<file path="src/sv/dtd_pkg.sv">
`timescale 1ns / 1ps
`default_nettype none
package dtd_pkg;

  localparam int unsigned DISP_W     = 16;
  localparam int unsigned MAG_W      = DISP_W - 1;
  localparam int unsigned DEPTH_W    = 16;
  localparam int unsigned CFG_W      = 16;
  localparam int unsigned QUO_W      = DEPTH_W;
  localparam int unsigned DEN_W      = MAG_W;
  localparam int unsigned REM_W      = DEN_W + QUO_W;
  localparam int unsigned GAIN_SHIFT = 8;
  localparam int unsigned BITS_PER_STAGE = 2;
  localparam int unsigned DIV_STAGES = QUO_W / BITS_PER_STAGE;

  localparam int unsigned APB_DATA_W = 32;
  localparam int unsigned APB_ADDR_W = 3;
  localparam int unsigned REG_SEL_BIT = 2;
  localparam logic REG_FOCAL    = 1'b0;
  localparam logic REG_BASELINE = 1'b1;

  typedef struct packed {
    logic               inv;
    logic               ovf;
    logic [DEN_W-1:0]   den;
    logic [REM_W-1:0]   rem;
    logic [QUO_W-1:0]   quo;
  } div_beat_t;

endpackage
`default_nettype wire

</file>
<file path="src/sv/dtd_front.sv">
`timescale 1ns / 1ps
`default_nettype none
module dtd_front #(
  parameter int unsigned DISP_FRAC_SCALE = 16
) (
  input  wire                                  clk_i,
  input  wire                                  rst_ni,
  input  wire logic [dtd_pkg::CFG_W-1:0]       focal_i,
  input  wire logic [dtd_pkg::CFG_W-1:0]       baseline_i,
  input  wire logic                            valid_i,
  output logic                                 ready_o,
  input  wire logic signed [dtd_pkg::DISP_W-1:0] disparity_i,
  output logic                                 valid_o,
  input  wire logic                            ready_i,
  output dtd_pkg::div_beat_t                   beat_o
);

  localparam int unsigned SCALE_W = $clog2(DISP_FRAC_SCALE + 1);
  localparam int unsigned PROD_W  = 2 * dtd_pkg::CFG_W;
  localparam int unsigned NUM_W   = PROD_W + SCALE_W;
  localparam logic [NUM_W-1:0] SCALE_N = NUM_W'(DISP_FRAC_SCALE);
  localparam logic [dtd_pkg::DEN_W-1:0] SCALE_D = dtd_pkg::DEN_W'(DISP_FRAC_SCALE);

  logic                         v1_q, v2_q, v3_q;
  logic                         r1, r2, r3;
  logic                         inv1_q, metric1_q;
  logic [dtd_pkg::MAG_W-1:0]    mag1_q;
  logic [PROD_W-1:0]            fb1_q;
  logic                         inv2_q;
  logic [NUM_W-1:0]             num2_q;
  logic [dtd_pkg::DEN_W-1:0]    den2_q;
  dtd_pkg::div_beat_t           beat3_q, beat3_d;
  logic                         inv1_d, metric1_d;
  logic [NUM_W-1:0]             num2_d;
  logic [dtd_pkg::DEN_W-1:0]    den2_d;
  logic                         ovf3;

  assign r3      = !v3_q || ready_i;
  assign r2      = !v2_q || r3;
  assign r1      = !v1_q || r2;
  assign ready_o = r1;
  assign valid_o = v3_q;
  assign beat_o  = beat3_q;

  assign inv1_d    = disparity_i[dtd_pkg::DISP_W-1] || (disparity_i == '0);
  assign metric1_d = (focal_i >= dtd_pkg::CFG_W'(2)) && (baseline_i != '0);

  always_comb begin
    if (metric1_q) begin
      num2_d = NUM_W'(fb1_q) * SCALE_N;
      den2_d = mag1_q;
    end else begin
      num2_d = NUM_W'({mag1_q, dtd_pkg::GAIN_SHIFT'(0)});
      den2_d = SCALE_D;
    end
  end

  assign ovf3 = num2_q >= (NUM_W'(den2_q) << dtd_pkg::QUO_W);

  always_comb begin
    beat3_d.inv = inv2_q;
    beat3_d.ovf = ovf3;
    beat3_d.den = den2_q;
    beat3_d.quo = '0;
    if (inv2_q || ovf3) begin
      beat3_d.rem = '0;
    end else begin
      beat3_d.rem = num2_q[dtd_pkg::REM_W-1:0];
    end
  end

  always_ff @(posedge clk_i or negedge rst_ni) begin
    if (!rst_ni) begin
      v1_q <= 1'b0;
      v2_q <= 1'b0;
      v3_q <= 1'b0;
    end else begin
      if (r1) v1_q <= valid_i;
      if (r2) v2_q <= v1_q;
      if (r3) v3_q <= v2_q;
    end
  end

  always_ff @(posedge clk_i) begin
    if (r1 && valid_i) begin
      inv1_q    <= inv1_d;
      metric1_q <= metric1_d;
      mag1_q    <= disparity_i[dtd_pkg::MAG_W-1:0];
      fb1_q     <= PROD_W'(focal_i) * PROD_W'(baseline_i);
    end
    if (r2 && v1_q) begin
      inv2_q <= inv1_q;
      num2_q <= num2_d;
      den2_q <= den2_d;
    end
    if (r3 && v2_q) begin
      beat3_q <= beat3_d;
    end
  end

endmodule
`default_nettype wire

</file>
<file path="src/sv/dtd_div_stage.sv">
`timescale 1ns / 1ps
`default_nettype none
module dtd_div_stage #(
  parameter int unsigned BIT_HI = 15
) (
  input  wire                       clk_i,
  input  wire                       rst_ni,
  input  wire logic                 valid_i,
  output logic                      ready_o,
  input  wire dtd_pkg::div_beat_t   beat_i,
  output logic                      valid_o,
  input  wire logic                 ready_i,
  output dtd_pkg::div_beat_t        beat_o
);

  localparam int unsigned BIT_LO = BIT_HI - 1;

  logic                          valid_q;
  dtd_pkg::div_beat_t            beat_q, beat_d;
  logic [dtd_pkg::REM_W-1:0]     trial_hi, trial_lo, rem_mid;

  assign ready_o = !valid_q || ready_i;
  assign valid_o = valid_q;
  assign beat_o  = beat_q;

  assign trial_hi = dtd_pkg::REM_W'(beat_i.den) << BIT_HI;
  assign trial_lo = dtd_pkg::REM_W'(beat_i.den) << BIT_LO;

  always_comb begin
    beat_d  = beat_i;
    rem_mid = beat_i.rem;
    if (beat_i.rem >= trial_hi) begin
      rem_mid            = beat_i.rem - trial_hi;
      beat_d.quo[BIT_HI] = 1'b1;
    end
    beat_d.rem = rem_mid;
    if (rem_mid >= trial_lo) begin
      beat_d.rem         = rem_mid - trial_lo;
      beat_d.quo[BIT_LO] = 1'b1;
    end
  end

  always_ff @(posedge clk_i or negedge rst_ni) begin
    if (!rst_ni) begin
      valid_q <= 1'b0;
    end else if (ready_o) begin
      valid_q <= valid_i;
    end
  end

  always_ff @(posedge clk_i) begin
    if (ready_o && valid_i) begin
      beat_q <= beat_d;
    end
  end

endmodule
`default_nettype wire

</file>
<file path="src/sv/disparity_to_depth_unit.sv">
`timescale 1ns / 1ps
`default_nettype none
// Channel   Dir  Signals                              Payload
// s_axis    in   s_axis_tvalid/tready/tdata[15:0]     disparity (signed, 4 frac bits)
// m_axis    out  m_axis_tvalid/tready/tdata[15:0]     depth (unsigned)
// apb       in   psel/penable/pwrite/paddr/pwdata     0x0 focal length, 0x4 baseline
//
// One beat per cycle sustained while m_axis accepts; 3 operand stages, 8 divider
// stages resolving 2 quotient bits each, 1 output register.
// Reset clears the stage valid bits and both registers to zero.
// Each stage has its own valid bit and holds while the next is full and stalled;
// empty stages refill, so a stall at m_axis loses and repeats nothing.
module disparity_to_depth_unit #(
  parameter int unsigned DISP_FRAC_SCALE = 16
) (
  input  wire                                     clk_i,
  input  wire                                     rst_ni,
  input  wire logic                               s_axis_tvalid,
  output logic                                    s_axis_tready,
  input  wire logic [dtd_pkg::DISP_W-1:0]         s_axis_tdata,  // [15:0] disparity
  output logic                                    m_axis_tvalid,
  input  wire logic                               m_axis_tready,
  output logic [dtd_pkg::DEPTH_W-1:0]             m_axis_tdata,  // [15:0] depth
  input  wire logic                               psel,
  input  wire logic                               penable,
  input  wire logic                               pwrite,
  input  wire logic [dtd_pkg::APB_ADDR_W-1:0]     paddr,
  input  wire logic [dtd_pkg::APB_DATA_W-1:0]     pwdata,
  output logic [dtd_pkg::APB_DATA_W-1:0]          prdata,
  output logic                                    pready
);

  logic [dtd_pkg::CFG_W-1:0]    focal_q, baseline_q;
  logic                         cfg_wr;
  logic                         chain_valid [dtd_pkg::DIV_STAGES+1];
  logic                         chain_ready [dtd_pkg::DIV_STAGES+1];
  dtd_pkg::div_beat_t           chain_beat  [dtd_pkg::DIV_STAGES+1];
  logic                         out_valid_q;
  logic [dtd_pkg::DEPTH_W-1:0]  depth_q, depth_d;
  dtd_pkg::div_beat_t           last_beat;

  assign pready = 1'b1;
  assign cfg_wr = psel && penable && pwrite && pready;

  always_comb begin
    if (paddr[dtd_pkg::REG_SEL_BIT] == dtd_pkg::REG_BASELINE) begin
      prdata = dtd_pkg::APB_DATA_W'(baseline_q);
    end else begin
      prdata = dtd_pkg::APB_DATA_W'(focal_q);
    end
  end

  always_ff @(posedge clk_i or negedge rst_ni) begin
    if (!rst_ni) begin
      focal_q    <= '0;
      baseline_q <= '0;
    end else if (cfg_wr) begin
      if (paddr[dtd_pkg::REG_SEL_BIT] == dtd_pkg::REG_FOCAL) begin
        focal_q <= pwdata[dtd_pkg::CFG_W-1:0];
      end else begin
        baseline_q <= pwdata[dtd_pkg::CFG_W-1:0];
      end
    end
  end

  dtd_front #(
    .DISP_FRAC_SCALE(DISP_FRAC_SCALE)
  ) u_front (
    .clk_i       (clk_i),
    .rst_ni      (rst_ni),
    .focal_i     (focal_q),
    .baseline_i  (baseline_q),
    .valid_i     (s_axis_tvalid),
    .ready_o     (s_axis_tready),
    .disparity_i (s_axis_tdata),
    .valid_o     (chain_valid[0]),
    .ready_i     (chain_ready[0]),
    .beat_o      (chain_beat[0])
  );

  for (genvar j = 0; j < dtd_pkg::DIV_STAGES; j++) begin : g_div
    dtd_div_stage #(
      .BIT_HI(dtd_pkg::QUO_W - 1 - dtd_pkg::BITS_PER_STAGE * j)
    ) u_stage (
      .clk_i   (clk_i),
      .rst_ni  (rst_ni),
      .valid_i (chain_valid[j]),
      .ready_o (chain_ready[j]),
      .beat_i  (chain_beat[j]),
      .valid_o (chain_valid[j+1]),
      .ready_i (chain_ready[j+1]),
      .beat_o  (chain_beat[j+1])
    );
  end

  assign last_beat = chain_beat[dtd_pkg::DIV_STAGES];
  assign chain_ready[dtd_pkg::DIV_STAGES] = !out_valid_q || m_axis_tready;

  always_comb begin
    if (last_beat.inv) begin
      depth_d = '0;
    end else if (last_beat.ovf) begin
      depth_d = '1;
    end else begin
      depth_d = last_beat.quo;
    end
  end

  always_ff @(posedge clk_i or negedge rst_ni) begin
    if (!rst_ni) begin
      out_valid_q <= 1'b0;
    end else if (chain_ready[dtd_pkg::DIV_STAGES]) begin
      out_valid_q <= chain_valid[dtd_pkg::DIV_STAGES];
    end
  end

  always_ff @(posedge clk_i) begin
    if (chain_ready[dtd_pkg::DIV_STAGES] && chain_valid[dtd_pkg::DIV_STAGES]) begin
      depth_q <= depth_d;
    end
  end

  assign m_axis_tvalid = out_valid_q;
  assign m_axis_tdata  = depth_q;

`ifndef NO_ASSERTIONS
  a_stall_source: assert property (@(posedge clk_i) disable iff (!rst_ni)
    !s_axis_tready |-> (m_axis_tvalid && !m_axis_tready))
    else $error("input stalled without a stalled output");

  a_den_nonzero: assert property (@(posedge clk_i) disable iff (!rst_ni)
    (chain_valid[0] && !chain_beat[0].inv) |-> (chain_beat[0].den != '0))
    else $error("zero divisor entered the divider");

  a_quo_clear: assert property (@(posedge clk_i) disable iff (!rst_ni)
    (chain_valid[dtd_pkg::DIV_STAGES] && last_beat.ovf && !last_beat.inv)
      |-> (last_beat.quo == '0))
    else $error("quotient bits set on a saturated beat");
`endif

endmodule
`default_nettype wire

</file>
<file path="config.mk">
export PLATFORM = sky130hd
export DESIGN_NAME = disparity_to_depth_unit
export DESIGN_NICKNAME = d
export VERILOG_FILES = /design/src/sv/dtd_pkg.sv /design/src/sv/dtd_front.sv /design/src/sv/dtd_div_stage.sv /design/src/sv/disparity_to_depth_unit.sv
export SDC_FILE = /design/constraint.sdc
export NUM_CORES = 2
export LEC_CHECK = 0
export ABC_AREA = 1
export BUFFER_PORTS_ARGS = -buffer_cell sky130_fd_sc_hd__buf_2
export CAP_MARGIN = 20
export CORE_AREA = 2 2 287 289
export DETAILED_ROUTE_END_ITERATION = 7
export DIE_AREA = 0 0 289 291
export PLACE_DENSITY = 0.76
export SYNTH_ARGS = -nofsm -noshare
export SYNTH_HDL_FRONTEND = slang
export SYNTH_SLANG_ARGS = --single-unit
export TNS_END_PERCENT = 50
</file>
<file path="constraint.sdc">
create_clock -name clk_i -period 6.5 [get_ports clk_i]
set_clock_uncertainty 0.2 [all_clocks]
set_input_delay 0 -clock clk_i [delete_from_list [all_inputs] [get_ports clk_i]]
set_output_delay 0 -clock clk_i [all_outputs]
set_load 0.02 [all_outputs]
</file>
==> impl_metrics.toml <==
[synth]
synth.ff_latch_count = 585
yosysTopAreaCell = "edfxtp_1"
yosys_warnings = 0
synth.top_cell.area_share_pct = 33.65
synth-main-ff-cell = "edfxtp_1"
synthCells = 6005
syn_area_um2 = 48270
seq_area_frac_synth_pct = 35.93
synth.most_common_cell = "nand2_1"
syn_avg_cell_area_um2 = 8.039
async_flop_share_pct = 7.521
synth_area_leaders = "edfxtp_1, nand2_1, ha_1, fa_1, inv_1"
synthTopCellsByCount = "nand2_1, inv_1, edfxtp_1"
synth_edf_count = 541
post_synth_num_cell_types = 65

[finish]
stdcell_count = 7249
final_nets = 6751
layout-drive-gt1-share_pct = 6.700
multi_input_area_um2 = 26320
nFillCells = 6889
syn2layout_area_growth_pct = 8.932
seqCellArea_um2 = 17370
n_antenna_cell = 0

[die]
num_rows = 105
core-area_um2 = 81190
fp.dieW_um = 289
initial_core_util_pct = 59.46
io_pins = 109
die_h_um = 291
dieArea_um2 = 84100

[status]
status = "complete, no violations"

[routing]
dr_wl_met3_um = 7719
top_layer_used = "met4"
first_pass_iters = 5
wl_met1_um = 52340
wl_per_cell_um = 16.62
via_per_inst = 5.516
vias = 39980
drc = 0
met2_length_um = 57050
drt_iter0_markers = 3313
antenna_left = 0
wl_um = 120400

[sta]
finalCritPeriodShare_pct = 96.03
worst_pin_slew_ps = 963.7
max_freq_ghz = 0.1602
hold_viol = 0
finalMaxSlewViolations = 0
timing.hold.ws_ps = 43.07
timing.final.crit_period_ps = 6242
setup_viol = 0
slew-limit-headroom_pct = 35.60

[cts]
cts_tree = "yes"
clkLatencyLatePin_ps = 610
numCtsBuffers = 66
clock_sinks = 585
htreeDepth = 3
path_clk_slew_ps = 70
cts_root_buf = "clkbuf_16"
clockBufferDepth = 3

[grt]
overflow = 0
grt_max_degree = 55
antenna_found_initial = 0
grt_pass1_vias = 38860
grt_usage_pct = 29.12
grt_pass1_wl_um = 197500

[placement]
io_buffers = 73
dp.final_hpwl_um = 95360
placed_cells = 7072
gp_congestion = 0.9596

[worst_setup_path]
startpoint_type = "flip-flop"
crit_path_end_kind = "flip-flop"
r2r_setup_slack_ps = 260
critical_path_class = "flip-flop to flip-flop"
arrival_ps = 6400
crit_path_max_fanout = 9
required_ps = 6650

[worst_hold_path]
hold_class = "input pin to flip-flop"

[run]
maxCapViolCount = 0
==> worst max-delay path, stage by stage (launching register included) <==
cell and delay [ps]:
dfrtp_1 570, buf_4 240, nand2_1 80, fa_1 470, fa_1 520, inv_1 50
fa_1 460, fa_1 520, fa_1 600, inv_1 70, fa_1 530, inv_1 40
ha_1 340, nand2_1 120, nor4_1 370, nand2_1 90, o211ai_1 290, nand2_1 90
nand2_1 110, a21oi_1 90, xor2_1 140
==> per-stage QoR <==
stage / util (%) / area, um2 / setup TNS (ps) / setup WS, ps
after global placement: 61.33 / 49800 / 0 / 292.2
after detailed placement: 61.35 / 49810 / 0 / 243.7
after floorplan: - / 48330 / 0 / 494.3
after CTS: 64.70 / 52530 / 0 / 202.5
after global routing: 64.77 / 52580 / -47.24 / -26.83
final: 64.77 / 52580 / 0 / 258.2
==> sequential cells by signal, summed over array words and instances, names as in the netlist <==
register,cells
g_div.u_stage.beat_o,384
u_front.beat_o,44
u_front.fb1_q,32
u_front.num2_q,32
baseline_q,16
focal_q,16
m_axis_tdata,16
u_front.den2_q,15
u_front.mag1_q,15
g_div.u_stage.valid_o,8
m_axis_tvalid,1
u_front.inv1_q,1
u_front.inv2_q,1
u_front.metric1_q,1
u_front.v1_q,1
u_front.v2_q,1
u_front.valid_o,1
==> metal layers <==
metal  global-route usage (%)  vias up
met4                    8.713        0
met1                    40.26    18760
li1                         -    19650
met3                    3.299      240
met5                        0        -
met2                    48.22     1335
==> final cells by class <==
type / count / share of cell area [%]
clock buffers: 90 / 3.533
clock inverters: 29 / 0.5354
inverters: 1053 / 7.521
multi-input cells: 4224 / 50.05
flip-flops and latches: 585 / 33.02
well taps: 1070 / 2.546
repair buffers: 198 / 2.786
==> path summary, 6_finish.rpt <==
kind	to	cells past startpoint	start
max in group asynchronous	baseline_q[14]	4	rst_ni
hold / removal	baseline_q[5]	4	pwdata[5]
hold reg to reg	g_div[4].u_stage.beat_o[10]	0	g_div[3].u_stage.beat_o[10]
setup / recovery	u_front.fb1_q[28]	20	focal_q[12]
min in group asynchronous	baseline_q[10]	4	rst_ni
setup reg to reg	u_front.fb1_q[28]	20	focal_q[12]
==> what timing repair did <==
| item | 4_1_cts | 5_1_grt |
|---|---|---|
| hold buffers | 56 | 0 |
| endpoints found under the hold margin | 113 | 0 |
| resized for setup | 0 | 21 |
| setup endpoints to repair | 0 | 10 |
| buffers inserted | 0 | 2 |
==> cells in the final DEF, fill, tap and decap left out, drive strengths merged, types with 6 or more instances in the layout <==
cell         count
a21o            20
dfrtp           44
clkinv          20
clkbuf          90
dlygate4sd3     55
a21oi          315
buf            143
ha             357
nand4          137
o21a             8
nor3            52
conb            17
and3             6
inv           1058
and2            13
nand2         1654
a21boi           9
nand3          286
o211ai          11
nor2           465
nor4            27
or2             15
mux2            15
fa             208
o21bai          17
edfxtp         541
o21ai          302
xor2           127
a31oi           10
xnor2          112
nand3b          15
==> cell families (layout without fill, tap and decap cells) <==
| group | Yosys count | after routing | share of synthesized area [%] |
|---|---|---|---|
| mux | 16 | 16 | 0.3706 |
| simple gates | 2673 | 2673 | 23.60 |
| other cells | 2 | 17 | 0.01556 |
| buf+inv | 1211 | 1370 | 9.800 |
| fa+ha+maj | 565 | 565 | 17.88 |
| xor+xnor | 239 | 239 | 4.336 |
| flops | 585 | 585 | 35.93 |
| compound gates | 714 | 714 | 8.066 |
Power is not shown: default switching activity piles up to over one toggle a cycle in this logic, so the estimate is an artifact.
